### src/rtl/core/mccp_pkg.sv
`timescale 1ns / 1ps
// Shared types, constants and fixed-point helpers for the Clarke/Park current converter.
package mccp_pkg;

   // Sequencer states
   typedef enum logic [2:0] {
      ST_IDLE,
      ST_CORDIC,
      ST_MAC,
      ST_SQRT,
      ST_DONE
   } state_type;

   // Configuration register indexes
   localparam int CsrIdxW = 3;
   localparam logic [CsrIdxW-1:0] CSR_CURRENT_SCALE = 3'd0;
   localparam logic [CsrIdxW-1:0] CSR_COEF_A_FROM_A = 3'd1;
   localparam logic [CsrIdxW-1:0] CSR_COEF_A_FROM_B = 3'd2;
   localparam logic [CsrIdxW-1:0] CSR_COEF_B_FROM_A = 3'd3;
   localparam logic [CsrIdxW-1:0] CSR_COEF_B_FROM_B = 3'd4;

   localparam logic signed [15:0] SCALE_RESET = 16'sd16384;
   localparam logic signed [15:0] CAA_RESET   = 16'sd16455;
   localparam logic signed [15:0] CAB_RESET   = -16'sd3;
   localparam logic signed [15:0] CBA_RESET   = 16'sd361;
   localparam logic signed [15:0] CBB_RESET   = 16'sd16718;

   localparam logic signed [17:0] INV_SQRT3_Q14     = 18'sd9459;
   localparam logic signed [17:0] TWO_INV_SQRT3_Q14 = 18'sd18919;
   localparam logic signed [17:0] CORDIC_GAIN_INV   = 18'sd9949;
   localparam logic [4:0] CORDIC_LAST = 5'd13;
   localparam logic [3:0] MAC_LAST    = 4'd13;
   localparam logic [4:0] SQRT_LAST   = 5'd16;
   // Offset average steps on the shared multiplier, one per channel
   localparam logic [3:0] DIV_A_STEP  = 4'd14;
   localparam logic [3:0] DIV_B_STEP  = 4'd15;

   localparam int ReqDataW = 40;
   localparam int RspDataW = 80;
   localparam int CountW   = 10;
   localparam int SumW     = 22;
   localparam int NumW     = 28;

   // Arctangent table, Q2.14 in units of a quarter turn
   function automatic logic signed [16:0] atan_q14(input logic [3:0] i);
      logic signed [16:0] r;
      unique case (i)
         4'd0:    r = 17'sd8192;
         4'd1:    r = 17'sd4836;
         4'd2:    r = 17'sd2555;
         4'd3:    r = 17'sd1297;
         4'd4:    r = 17'sd651;
         4'd5:    r = 17'sd326;
         4'd6:    r = 17'sd163;
         4'd7:    r = 17'sd81;
         4'd8:    r = 17'sd41;
         4'd9:    r = 17'sd20;
         4'd10:   r = 17'sd10;
         4'd11:   r = 17'sd5;
         4'd12:   r = 17'sd3;
         4'd13:   r = 17'sd1;
         default: r = 17'sd0;
      endcase
      return r;
   endfunction

   // Round half up by 2^14
   function automatic logic signed [37:0] rnd14(input logic signed [37:0] v);
      return (v + 38'sd8192) >>> 14;
   endfunction

   function automatic logic signed [15:0] sat16(input logic signed [37:0] v);
      logic signed [15:0] r;
      if (v > 38'sd32767) begin
         r = 16'sh7fff;
      end else if (v < -38'sd32768) begin
         r = 16'sh8000;
      end else begin
         r = v[15:0];
      end
      return r;
   endfunction

endpackage

### src/rtl/core/motor_current_clarke_park.sv
`timescale 1ns / 1ps
// Top level: two-phase current scaling, correction, Clarke/Park transform and offset calibration.
//
//  channel  | direction | handshake          | contents
//  req_     | in        | tvalid/tready      | tdata {angle, adc_b, adc_a}, tuser operation
//  rsp_     | out       | tvalid/tready      | tdata {dc, q, d, phase_b, phase_a}, tuser offsets_updated
//  csr_     | in        | csr_we, no wait    | csr_index, csr_wdata (16-bit signed Q2.14)
//
// A convert transaction passes through a load, 14 CORDIC iterations, 14 multiply-accumulate
// steps on the single 30x30 multiplier and 17 square-root iterations before it reaches
// the output register. A calibration sample goes to DONE once it is accumulated; the one
// that completes the average first runs one reciprocal multiply per channel.
// Reset is synchronous, active high; it restores register defaults and clears offsets.
// The input is taken only in IDLE; a finished result parks in the output register, so a
// new transaction is accepted while it waits. A stalled output holds the sequencer in DONE.
module motor_current_clarke_park #(
   parameter int CALIB_SAMPLES = 1000
) (
   input  logic                             clock,
   input  logic                             reset,
   input  logic                             req_tvalid,
   output logic                             req_tready,
   // [11:0] adc_a, [23:12] adc_b, [39:24] angle
   input  logic [mccp_pkg::ReqDataW-1:0]    req_tdata,
   // [0] operation
   input  logic                             req_tuser,
   output logic                             rsp_tvalid,
   input  logic                             rsp_tready,
   // [15:0] phase_a_current, [31:16] phase_b_current, [47:32] d_current,
   // [63:48] q_current, [79:64] dc_current
   output logic [mccp_pkg::RspDataW-1:0]    rsp_tdata,
   // [0] offsets_updated
   output logic                             rsp_tuser,
   input  logic                             csr_we,
   input  logic [mccp_pkg::CsrIdxW-1:0]     csr_index,
   input  logic [15:0]                      csr_wdata
);
   import mccp_pkg::*;

   // Averaging numerator stays below 2^27, so a reciprocal with 27 + log2(N) fraction
   // bits gives the exact quotient
   localparam int MulW     = 30;
   localparam int DivShift = 27 + $clog2(CALIB_SAMPLES);
   localparam logic [63:0] DivRecip =
      ((64'd1 << DivShift) + 64'(CALIB_SAMPLES - 1)) / 64'(CALIB_SAMPLES);
   localparam logic signed [MulW-1:0] DivMul = MulW'(DivRecip);
   localparam logic [NumW-1:0]   NHalf   = NumW'(CALIB_SAMPLES / 2);
   localparam logic [CountW:0]   NCount  = (CountW + 1)'(CALIB_SAMPLES);

   state_type state_ff, state_in;
   logic [3:0]  step_ff, step_in;
   logic        phase_ff, phase_in;
   logic [4:0]  iter_ff, iter_in;

   logic signed [15:0] scale_ff, scale_in, caa_ff, caa_in, cab_ff, cab_in;
   logic signed [15:0] cba_ff, cba_in, cbb_ff, cbb_in;
   logic [15:0]        offset_a_ff, offset_a_in, offset_b_ff, offset_b_in;
   logic [SumW-1:0]    sum_a_ff, sum_a_in, sum_b_ff, sum_b_in;
   logic [CountW-1:0]  count_ff, count_in;

   logic signed [17:0] da_ff, da_in, db_ff, db_in;
   logic [1:0]         quad_ff, quad_in;
   logic signed [17:0] x_ff, x_in, y_ff, y_in, c_ff, c_in, s_ff, s_in;
   logic signed [16:0] z_ff, z_in;
   logic signed [2*MulW-1:0] prod_ff, prod_in;
   logic signed [37:0] acc_ff, acc_in;
   logic signed [15:0] sa_ff, sa_in, sb_ff, sb_in, pa_ff, pa_in, pb_ff, pb_in;
   logic signed [15:0] d_ff, d_in, q_ff, q_in;
   logic signed [17:0] be_ff, be_in;
   logic               qpos_ff, qpos_in;
   logic [33:0]        rad_ff, rad_in, res_ff, res_in, bit_ff, bit_in;
   logic [NumW-1:0]    num_a_ff, num_a_in, num_b_ff, num_b_in;
   logic               calib_ff, calib_in, upd_ff, upd_in;
   logic               rsp_valid_ff, rsp_valid_in;
   logic [RspDataW-1:0] rsp_data_ff, rsp_data_in;
   logic               rsp_upd_ff, rsp_upd_in;

   // Combinational working values
   logic signed [MulW-1:0] mult_a, mult_b;
   logic signed [17:0] al, xn, yn;
   logic signed [16:0] zn;
   logic signed [37:0] prod_ext, rounded;
   logic [34:0]        sq_trial;
   logic [SumW:0]      sum_new_a, sum_new_b;
   logic [16:0]        mag;
   logic signed [15:0] dc;

   assign al = {{2{pa_ff[15]}}, pa_ff};
   assign req_tready = (state_ff == ST_IDLE);
   assign rsp_tvalid = rsp_valid_ff;
   assign rsp_tdata  = rsp_data_ff;
   assign rsp_tuser  = rsp_upd_ff;

   // Shared multiplier operand select, one product per MAC step
   always_comb begin
      unique case (step_ff)
         4'd0:    begin mult_a = MulW'(da_ff); mult_b = MulW'(scale_ff); end
         4'd1:    begin mult_a = MulW'(db_ff); mult_b = MulW'(scale_ff); end
         4'd2:    begin mult_a = MulW'(caa_ff); mult_b = MulW'(sa_ff); end
         4'd3:    begin mult_a = MulW'(cab_ff); mult_b = MulW'(sb_ff); end
         4'd4:    begin mult_a = MulW'(cba_ff); mult_b = MulW'(sa_ff); end
         4'd5:    begin mult_a = MulW'(cbb_ff); mult_b = MulW'(sb_ff); end
         4'd6:    begin mult_a = MulW'(INV_SQRT3_Q14); mult_b = MulW'(pa_ff); end
         4'd7:    begin mult_a = MulW'(TWO_INV_SQRT3_Q14); mult_b = MulW'(pb_ff); end
         4'd8:    begin mult_a = MulW'(al); mult_b = MulW'(c_ff); end
         4'd9:    begin mult_a = MulW'(be_ff); mult_b = MulW'(s_ff); end
         4'd10:   begin mult_a = MulW'(be_ff); mult_b = MulW'(c_ff); end
         4'd11:   begin mult_a = MulW'(al); mult_b = MulW'(s_ff); end
         4'd12:   begin mult_a = MulW'(al); mult_b = MulW'(al); end
         4'd13:   begin mult_a = MulW'(be_ff); mult_b = MulW'(be_ff); end
         DIV_A_STEP: begin mult_a = MulW'(num_a_ff); mult_b = DivMul; end
         DIV_B_STEP: begin mult_a = MulW'(num_b_ff); mult_b = DivMul; end
      endcase
   end

   always_comb begin
      // hold by default; the output valid drops once it is taken
      state_in = state_ff;   step_in = step_ff;   phase_in = phase_ff; iter_in = iter_ff;
      scale_in = scale_ff;   caa_in = caa_ff;     cab_in = cab_ff;
      cba_in = cba_ff;       cbb_in = cbb_ff;
      offset_a_in = offset_a_ff; offset_b_in = offset_b_ff;
      sum_a_in = sum_a_ff;   sum_b_in = sum_b_ff; count_in = count_ff;
      da_in = da_ff;         db_in = db_ff;       quad_in = quad_ff;
      x_in = x_ff;           y_in = y_ff;         z_in = z_ff;
      c_in = c_ff;           s_in = s_ff;
      prod_in = prod_ff;     acc_in = acc_ff;
      sa_in = sa_ff;         sb_in = sb_ff;       pa_in = pa_ff;    pb_in = pb_ff;
      d_in = d_ff;           q_in = q_ff;         be_in = be_ff;    qpos_in = qpos_ff;
      rad_in = rad_ff;       res_in = res_ff;     bit_in = bit_ff;
      num_a_in = num_a_ff;   num_b_in = num_b_ff;
      calib_in = calib_ff;   upd_in = upd_ff;
      rsp_valid_in = rsp_valid_ff && !rsp_tready;
      rsp_data_in = rsp_data_ff;
      rsp_upd_in = rsp_upd_ff;

      prod_ext = prod_ff[37:0];
      rounded = '0;
      xn = x_ff; yn = y_ff; zn = z_ff;
      sq_trial = {1'b0, res_ff} + {1'b0, bit_ff};
      sum_new_a = {1'b0, sum_a_ff} + (SumW + 1)'(req_tdata[11:0]);
      sum_new_b = {1'b0, sum_b_ff} + (SumW + 1)'(req_tdata[23:12]);
      mag = res_ff[16:0];

      // saturate the signed magnitude; q of exactly zero takes the negative sign
      if (qpos_ff) begin
         dc = (mag > 17'd32767) ? 16'sh7fff : 16'(mag);
      end else begin
         dc = (mag > 17'd32768) ? 16'sh8000 : 16'(-mag);
      end

      // register writes take effect whenever they arrive
      if (csr_we) begin
         unique case (csr_index)
            CSR_CURRENT_SCALE: scale_in = csr_wdata;
            CSR_COEF_A_FROM_A: caa_in = csr_wdata;
            CSR_COEF_A_FROM_B: cab_in = csr_wdata;
            CSR_COEF_B_FROM_A: cba_in = csr_wdata;
            CSR_COEF_B_FROM_B: cbb_in = csr_wdata;
            default: ;
         endcase
      end

      unique case (state_ff)
         ST_IDLE: begin
            if (req_tvalid) begin
               iter_in = '0;
               calib_in = req_tuser;
               upd_in = 1'b0;
               if (req_tuser) begin
                  // calibration sample: accumulate, average when the run is full
                  if (({1'b0, count_ff} + 1'b1) >= NCount) begin
                     num_a_in = NumW'({sum_new_a, 4'b0000}) + NHalf;
                     num_b_in = NumW'({sum_new_b, 4'b0000}) + NHalf;
                     sum_a_in = '0;
                     sum_b_in = '0;
                     count_in = '0;
                     upd_in = 1'b1;
                     step_in = DIV_A_STEP;
                     phase_in = 1'b0;
                     state_in = ST_MAC;
                  end else begin
                     sum_a_in = sum_new_a[SumW-1:0];
                     sum_b_in = sum_new_b[SumW-1:0];
                     count_in = count_ff + 1'b1;
                     state_in = ST_DONE;
                  end
               end else begin
                  da_in = $signed({2'b00, req_tdata[11:0], 4'b0000})
                        - $signed({2'b00, offset_a_ff});
                  db_in = $signed({2'b00, req_tdata[23:12], 4'b0000})
                        - $signed({2'b00, offset_b_ff});
                  quad_in = req_tdata[39:38];
                  x_in = CORDIC_GAIN_INV;
                  y_in = '0;
                  z_in = $signed({3'b000, req_tdata[37:24]});
                  state_in = ST_CORDIC;
               end
            end
         end

         ST_CORDIC: begin
            if (!z_ff[16]) begin
               xn = x_ff - (y_ff >>> iter_ff[3:0]);
               yn = y_ff + (x_ff >>> iter_ff[3:0]);
               zn = z_ff - atan_q14(iter_ff[3:0]);
            end else begin
               xn = x_ff + (y_ff >>> iter_ff[3:0]);
               yn = y_ff - (x_ff >>> iter_ff[3:0]);
               zn = z_ff + atan_q14(iter_ff[3:0]);
            end
            x_in = xn;
            y_in = yn;
            z_in = zn;
            iter_in = iter_ff + 1'b1;
            if (iter_ff == CORDIC_LAST) begin
               // fold into the quadrant given by the top angle bits
               unique case (quad_ff)
                  2'd0: begin c_in = xn;  s_in = yn;  end
                  2'd1: begin c_in = -yn; s_in = xn;  end
                  2'd2: begin c_in = -xn; s_in = -yn; end
                  2'd3: begin c_in = yn;  s_in = -xn; end
               endcase
               step_in = '0;
               phase_in = 1'b0;
               state_in = ST_MAC;
            end
         end

         ST_MAC: begin
            if (!phase_ff) begin
               prod_in = mult_a * mult_b;
               phase_in = 1'b1;
            end else begin
               if (step_ff < 4'd2 || !step_ff[0]) begin
                  acc_in = prod_ext;
               end else if (step_ff == 4'd11) begin
                  acc_in = acc_ff - prod_ext;
               end else begin
                  acc_in = acc_ff + prod_ext;
               end
               rounded = rnd14(acc_in);
               unique case (step_ff)
                  4'd0:    sa_in = sat16(rounded);
                  4'd1:    sb_in = sat16(rounded);
                  4'd3:    pa_in = sat16(rounded);
                  4'd5:    pb_in = sat16(rounded);
                  4'd7:    be_in = rounded[17:0];
                  4'd9:    d_in = sat16(rounded);
                  4'd11:   begin
                     q_in = sat16(rounded);
                     qpos_in = (rounded > 38'sd0);
                  end
                  4'd13:   rad_in = acc_in[33:0];
                  // quotient of the reciprocal multiply, kept to the offset width
                  DIV_A_STEP: offset_a_in = prod_ff[DivShift +: 16];
                  DIV_B_STEP: offset_b_in = prod_ff[DivShift +: 16];
                  default: ;
               endcase
               phase_in = 1'b0;
               step_in = step_ff + 1'b1;
               if (step_ff == MAC_LAST) begin
                  res_in = '0;
                  bit_in = 34'h1_0000_0000;
                  iter_in = '0;
                  state_in = ST_SQRT;
               end else if (step_ff == DIV_B_STEP) begin
                  state_in = ST_DONE;
               end
            end
         end

         ST_SQRT: begin
            if ({1'b0, rad_ff} >= sq_trial) begin
               rad_in = rad_ff - sq_trial[33:0];
               res_in = (res_ff >> 1) + bit_ff;
            end else begin
               res_in = res_ff >> 1;
            end
            bit_in = bit_ff >> 2;
            iter_in = iter_ff + 1'b1;
            if (iter_ff == SQRT_LAST) begin
               state_in = ST_DONE;
            end
         end

         ST_DONE: begin
            // advance only when the output register is free or draining
            if (!rsp_valid_ff || rsp_tready) begin
               rsp_valid_in = 1'b1;
               rsp_upd_in = upd_ff;
               rsp_data_in = calib_ff ? '0 : {dc, q_ff, d_ff, pb_ff, pa_ff};
               state_in = ST_IDLE;
            end
         end

         default: state_in = ST_IDLE;
      endcase
   end

   // Control state
   always_ff @(posedge clock) begin
      if (reset) begin
         state_ff <= ST_IDLE;
         step_ff <= '0;
         phase_ff <= 1'b0;
         iter_ff <= '0;
         scale_ff <= SCALE_RESET;
         caa_ff <= CAA_RESET;
         cab_ff <= CAB_RESET;
         cba_ff <= CBA_RESET;
         cbb_ff <= CBB_RESET;
         offset_a_ff <= '0;
         offset_b_ff <= '0;
         sum_a_ff <= '0;
         sum_b_ff <= '0;
         count_ff <= '0;
         rsp_valid_ff <= 1'b0;
      end else begin
         state_ff <= state_in;
         step_ff <= step_in;
         phase_ff <= phase_in;
         iter_ff <= iter_in;
         scale_ff <= scale_in;
         caa_ff <= caa_in;
         cab_ff <= cab_in;
         cba_ff <= cba_in;
         cbb_ff <= cbb_in;
         offset_a_ff <= offset_a_in;
         offset_b_ff <= offset_b_in;
         sum_a_ff <= sum_a_in;
         sum_b_ff <= sum_b_in;
         count_ff <= count_in;
         rsp_valid_ff <= rsp_valid_in;
      end
   end

   // Datapath, no reset needed
   always_ff @(posedge clock) begin
      da_ff <= da_in;
      db_ff <= db_in;
      quad_ff <= quad_in;
      x_ff <= x_in;
      y_ff <= y_in;
      z_ff <= z_in;
      c_ff <= c_in;
      s_ff <= s_in;
      prod_ff <= prod_in;
      acc_ff <= acc_in;
      sa_ff <= sa_in;
      sb_ff <= sb_in;
      pa_ff <= pa_in;
      pb_ff <= pb_in;
      d_ff <= d_in;
      q_ff <= q_in;
      be_ff <= be_in;
      qpos_ff <= qpos_in;
      rad_ff <= rad_in;
      res_ff <= res_in;
      bit_ff <= bit_in;
      num_a_ff <= num_a_in;
      num_b_ff <= num_b_in;
      calib_ff <= calib_in;
      upd_ff <= upd_in;
      rsp_data_ff <= rsp_data_in;
      rsp_upd_ff <= rsp_upd_in;
   end

`ifndef ASSERT_OFF
   a_busy_after_accept: assert property (@(posedge clock) disable iff (reset)
      req_tvalid && req_tready |=> !req_tready)
      else $error("input taken while a transaction is in flight");

   a_calib_result_zero: assert property (@(posedge clock) disable iff (reset)
      rsp_tvalid && rsp_tuser |-> rsp_tdata == '0)
      else $error("offset update carries nonzero currents");

   a_count_bound: assert property (@(posedge clock) disable iff (reset)
      32'(count_ff) < CALIB_SAMPLES)
      else $error("calibration count passed the run length");
`endif

endmodule
### config.mk
export PLATFORM = sky130hd
export DESIGN_NAME = motor_current_clarke_park
export DESIGN_NICKNAME = d
export VERILOG_FILES = /design/src/rtl/core/mccp_pkg.sv /design/src/rtl/core/motor_current_clarke_park.sv
export SDC_FILE = /design/constraint.sdc
export NUM_CORES = 2
export LEC_CHECK = 0
export BUFFER_PORTS_ARGS = -buffer_cell sky130_fd_sc_hd__buf_2
export CAP_MARGIN = 5
export CORE_MARGIN = 5
export CORE_UTILIZATION = 35
export CTS_BUF_LIST = sky130_fd_sc_hd__clkbuf_16
export CTS_CLUSTER_DIAMETER = 150
export DETAILED_ROUTE_END_ITERATION = 12
export PLACE_DENSITY = 0.51
export SETUP_SLACK_MARGIN = 0.1
export SLEW_MARGIN = 20
export SYNTH_ARGS = -nofsm -noshare
export SYNTH_HDL_FRONTEND = slang
export SYNTH_SLANG_ARGS = --single-unit
### constraint.sdc
create_clock -name clock -period 12.6 [get_ports clock]
set_input_delay 2.52 -clock clock [delete_from_list [all_inputs] [get_ports clock]]
set_output_delay 2.52 -clock clock [all_outputs]
set_load 0.01 [all_outputs]
* Word-level counts from Yosys, hierarchy flattened
Memories as Yosys holds them, arrays and structs flattened. A register that Yosys moved wholly into a read port is not among the register bits. Index checks and enable logic that the tools add are counted. Widths: inputs -> output; s select.
Storage, ports and cells: register bits after elaboration 754, latch bits 0, RAM bits 0, bits in read-only memories 448, input bits 65, logic and storage cells 252, memories 2
Memory list:
- (no name shown) | words 16, width 14, rd ports 1, clocked after memory_dff 1, wr ports 0, line mccp_pkg.sv:47 | unique case (i)
- (no name shown) | words 16, width 14, rd ports 1, clocked after memory_dff 1, wr ports 0, line mccp_pkg.sv:47
Cells by class: add/sub/neg operators 25, multiply operators 1, divide/modulo/power cells 0, magnitude comparators 8, eq/ne operators 39, shifts and indexed selects 2, multiplexer cells 78, bitwise logic cells 2, reductions and logical operators 53
Operators with widths (number):
- $pmux 30 s12 | 1
- $mux 34 | 8
- $pmux 30 s9 | 1
- $pmux 34 s2 | 3
- $mux 38 | 4
- $mux 18 | 8
- $pmux 18 s4 | 2
- $mux 17 | 7
- $mux 16 | 5
- $pmux 18 s2 | 2
- $add 27x9->28 const B | 2
- $mul 30x30->53 | 1
- $add 22x12->23 | 2
- $mux 22 | 2
- $reduce_and 3->1 | 13
- $add 38x15->38 const B | 1
- $add 38x38->38 | 1
- $sub 38x38->38 | 1
- $add 18x18->18 | 2
- $mux 4 | 9
- $neg 18->18 | 2
- $sshr 18x4->18 | 2
- $sub 18x18->18 | 2
- $add 34x34->35 | 1
- other kinds (56) | 126

* Depth between registers and ports, before layout
depth after elaboration 9, depth in mapped cells 45, depth with buffers taken out 42

* Least setup slack after synthesis
Ideal clock, no wire load.
kind flip-flop to flip-flop, start point register step_ff[1], end point register prod_ff[51] (data pin), library setup time 0.258 ns, arrival time 10.067 ns, data required time 12.342 ns, setup slack 2.275 ns, cell stages (with the launch flop) 43, clock period less this slack 10.325 ns, path through dfxtp_1 > inv_1 > ha_1 > clkbuf_1 > and2_1 > clkbuf_1 > or2_2 > clkbuf_1 > a221oi_1 > nand2_1 > a211o_1 > o21ai_0 > clkbuf_1 > clkbuf_1 > buf_1 > nor2_1 > fa_1 > fa_1 > [... 7 more ...] > inv_1 > fa_1 > inv_1 > ha_1 > a21o_1 > a21o_1 > a21oi_1 > o21ai_0 > o31a_1 > a211oi_1 > o21ai_0 > a21boi_0 > a21oi_1 > a21oi_1 > a211oi_1 > a211o_1 > a21oi_1 > xnor2_1
Between the ends: cells in the longest elaborated chain, start to end 4, elaborated cells on any way between the ends 28, those cells by class 1 x mul; 15 x eq/ne; 2 x mux; 10 x reduce/logical
Ends and longest elaborated chain:
- start: declaration | line motor_current_clarke_park.sv:51 | logic [3:0] step_ff, step_in;
- start signal: assignment | line motor_current_clarke_park.sv:320 | step_ff <= step_in;
- $eq 4x4->1 (tied with other cells) | line motor_current_clarke_park.sv:96 | unique case (step_ff)
- $reduce_or 3->1 (no source line) / $reduce_or 2->1 (equally long branches)
- $pmux 30 s12 / $pmux 30 s9 (equally long branches) | line motor_current_clarke_park.sv:96
- $mul 30x30->53 (*) | line motor_current_clarke_park.sv:231 | prod_in = mult_a * mult_b;
- end signal: assignment | line motor_current_clarke_park.sv:347 | prod_ff <= prod_in;
- end: declaration | line motor_current_clarke_park.sv:65 | logic signed [2*MulW-1:0] prod_ff, prod_in;
Mark *: on every way between the ends. The rest lies on a longest branch, timed or not. A chain may end at the register's enable or synchronous reset.

* Worst setup path in the final report
start point register step_ff[1], end point register prod_ff[52] (data pin)
Same word-level chain as after synthesis.

==> metrics.txt <==
outcome finished, final reports clean; HPWL after DPL 190 mm; crit path kind flip-flop to flip-flop; Reg clk slew, reported paths 0.06 ns; Setup Skew 0.0302 ns; Synth top cells by count 1108 x inv_1, 827 x fa_1, 827 x nand2_1, 704 x nor2_1, 547 x edfxtp_1; reg2reg path depth 38; RSZ-0062 raised after global routing false; Core Area 0.207 mm2; asr flop ratio synth 0%; Final nets 9051; DR vias/cell 5.32; Routability Congestion 0.920; crit start category flip-flop; Crit. End Element flip-flop; WL final 237 mm; port bufs 147; Avg WL per Cell 22.5 um; Resize count post-CTS 0; Mapped Area 0.0726 mm2; clk buf depth 3; # IOs 148; post-route minimum period 11.93 ns; reg2reg setup slack 0.67 ns; P&R area growth vs syn 9.50%; synthesized instance count 7728; Worst EP arrival 12.37 ns; Pins Over Slew Limit 0; Ys Warns 0; design area 0.0795 mm2; Final period util 94.7%; worst hold stages 0; Post-CTS Hold Buffers 0; synthesized area per cell 9.40 um2; ratio of cells with drive above 1 in the final layout 7.43%; ys flop type edfxtp_1; DR pass1 iterations 6; initial drt markers 5116; Setup Buffers After CTS 0; TNS Setup 0 ns; met3 WL 14.5 mm; final setup fails 0; row count 167; Worst path max stage delay 0.59 ns; relative slew slack 20.6%; GR Util All Layers 21.5%; Distinct cells, synth 99; routed via count 56.1k; Die Footprint 0.217 mm2; Yosys top cell by area fa_1; Max Used Layer met5; Max Cap Violations 0; final hold vios 0; Clock Sink Count 741; initial antenna violation count 28; latest clock arrival within the worst-skew pair 0.71 ns; WL met1 106 mm; most used cell, CP fa_1; GRT overflow 0; number of synthesized register bits 741; Area after DPL 0.0765 mm2; top-count cell post-synth inv_1; vias in the first global route 55.7k; reg2reg start step_ff[1]; Filler Cell Count 20.8k; number of CTS-inserted buffers 86; post-synth top area share 22.8%; initial core utilization 35.1%; Final ANT Viol Nets 0; CTS root buf clkbuf_16; met2 routed wirelength 106 mm; first-pass GRT wire length 356 mm; TritonCTS clock tree built; drt drc 0; Die Height 466 um; EDFF count, synth 547; Max Fclk 0.0838 GHz; Reg-to-Reg End prod_ff[52]; Req. time, crit path 13.04 ns; die width 466 um; critical-path maximum fanout 13; min-delay worst type flip-flop to flip-flop; # H-tree levels 3; slowest library cell on the worst path fa_1; register area share after synthesis 28.0%; largest net degree at the start of global routing 96; worst-margin pin slew 1.19 ns; dominant cells by area after synthesis fa_1 23%, edfxtp_1 23%, ha_1 7.3%; worst hold start upd_ff; Worst Hold Endpoint rsp_tuser
## flip-flops by register name, summed over array words and instances (netlist names), 17 cells and up, named ones only
register / flops
rad_ff: 34
bit_ff: 17
z_ff: 17
y_ff: 18
db_ff: 17
c_ff: 18
prod_ff: 53
acc_ff: 38
sum_a_ff: 22
num_a_ff: 24
sum_b_ff: 22
s_ff: 18
rsp_tdata: 80
x_ff: 18
da_ff: 17
num_b_ff: 24
res_ff: 34
be_ff: 18
## metal layers
layer  vias to the layer above  track usage [%]
met5                         -                0
met4                         2             7.79
met3                       348             3.08
met2                      1842             33.7
met1                     28100             30.3
li1                      25800                -
## metrics by stage
stage | utilization (%) | instances | hold slack (ns) | setup WS (ns)
floorplan | - | 7729 | 0.400 | 2.27
global placement | 37.0 | 10400 | 0.401 | 0.591
detailed placement | 37.0 | 10400 | 0.423 | 0.504
CTS | 38.4 | 10500 | 0.425 | 0.491
global route | 38.4 | 10500 | 0.429 | 0.133
finish | 38.4 | 10500 | 0.423 | 0.671
## cells by family (layout without fill, tap and decap cells)
family          after synthesis  in the layout  share of synthesized area [%]
fa+ha+maj                  1250           1250                           30.1
compound gates             1395           1395                           12.4
other cells                   1             21                        0.00516
flops                       741            741                           28.0
buf+inv                    1451           1533                           7.52
mux                          84             84                           1.73
simple gates               2359           2359                           14.9
xor+xnor                    447            447                           5.40
## worst max path at each step
stage,startpoint,endpoint,slack (ns),cells after the start
after CTS,step_ff[0],prod_ff[51],0.49,38
after global placement,step_ff[0],prod_ff[51],0.59,40
final,step_ff[1],prod_ff[52],0.67,38
after global routing,step_ff[1],prod_ff[52],0.13,38
after floorplan,step_ff[1],prod_ff[51],2.27,42
after detailed placement,step_ff[1],prod_ff[51],0.50,36
## area by class of cell
cell class | instances | area (um2) | area share [%]
Tap cell | 2704 | 3380 | 4.25
Timing Repair Buffer | 263 | 1610 | 2.03
Multi-Input combinational cell | 5537 | 47100 | 59.2
Inverter | 1108 | 4160 | 5.23
Antenna cell | 19 | 47.5 | 0.0598
Clock inverter | 75 | 754 | 0.949
Sequential cell | 741 | 20300 | 25.5
Clock buffer | 87 | 2180 | 2.74
## worst max-delay path: cells and delay by family, from the launching register on
| family | cells | cell delay (ns) |
|---|---|---|
| fa+ha+maj | 10 | 4.90 |
| compound gates | 15 | 3.79 |
| simple gates | 6 | 1.80 |
| buf+inv | 6 | 0.62 |
| flops | 1 | 0.47 |
| xor+xnor | 1 | 0.10 |
## cell usage in the layout (no fill, tap or decap), types with 20 or more instances in the layout
cell	netlist	routed
buf_2	9	146
fa_1	827	827
nor2b_1	114	114
a21oi_1	469	465
buf_4	0	116
nand2_1	827	826
mux4_2	31	31
or3_1	49	49
xor2_1	173	173
mux2i_1	32	31
o211ai_1	25	25
clkbuf_16	0	87
or2_2	40	40
a31oi_1	65	65
nor2_1	704	695
and3_1	70	68
nand3b_1	53	53
ha_1	422	422
a22oi_1	71	71
nand3_1	121	121
a21o_1	88	88
o21ai_0	256	245
clkinv_2	0	20
a221oi_1	23	23
inv_1	1108	1122
a211oi_1	49	49
o31ai_1	23	23
and2_1	64	64
nand2b_1	69	69
dfxtp_1	194	191
o21a_1	44	44
mux2_2	21	21
nand4_1	46	46
o21bai_1	59	59
nor3b_1	23	23
a222oi_1	25	25
nor3_1	117	115
xnor2_1	273	273
edfxtp_1	547	547
Power is not shown: default switching activity piles up to over one toggle a cycle in this logic, so the estimate is an artifact.
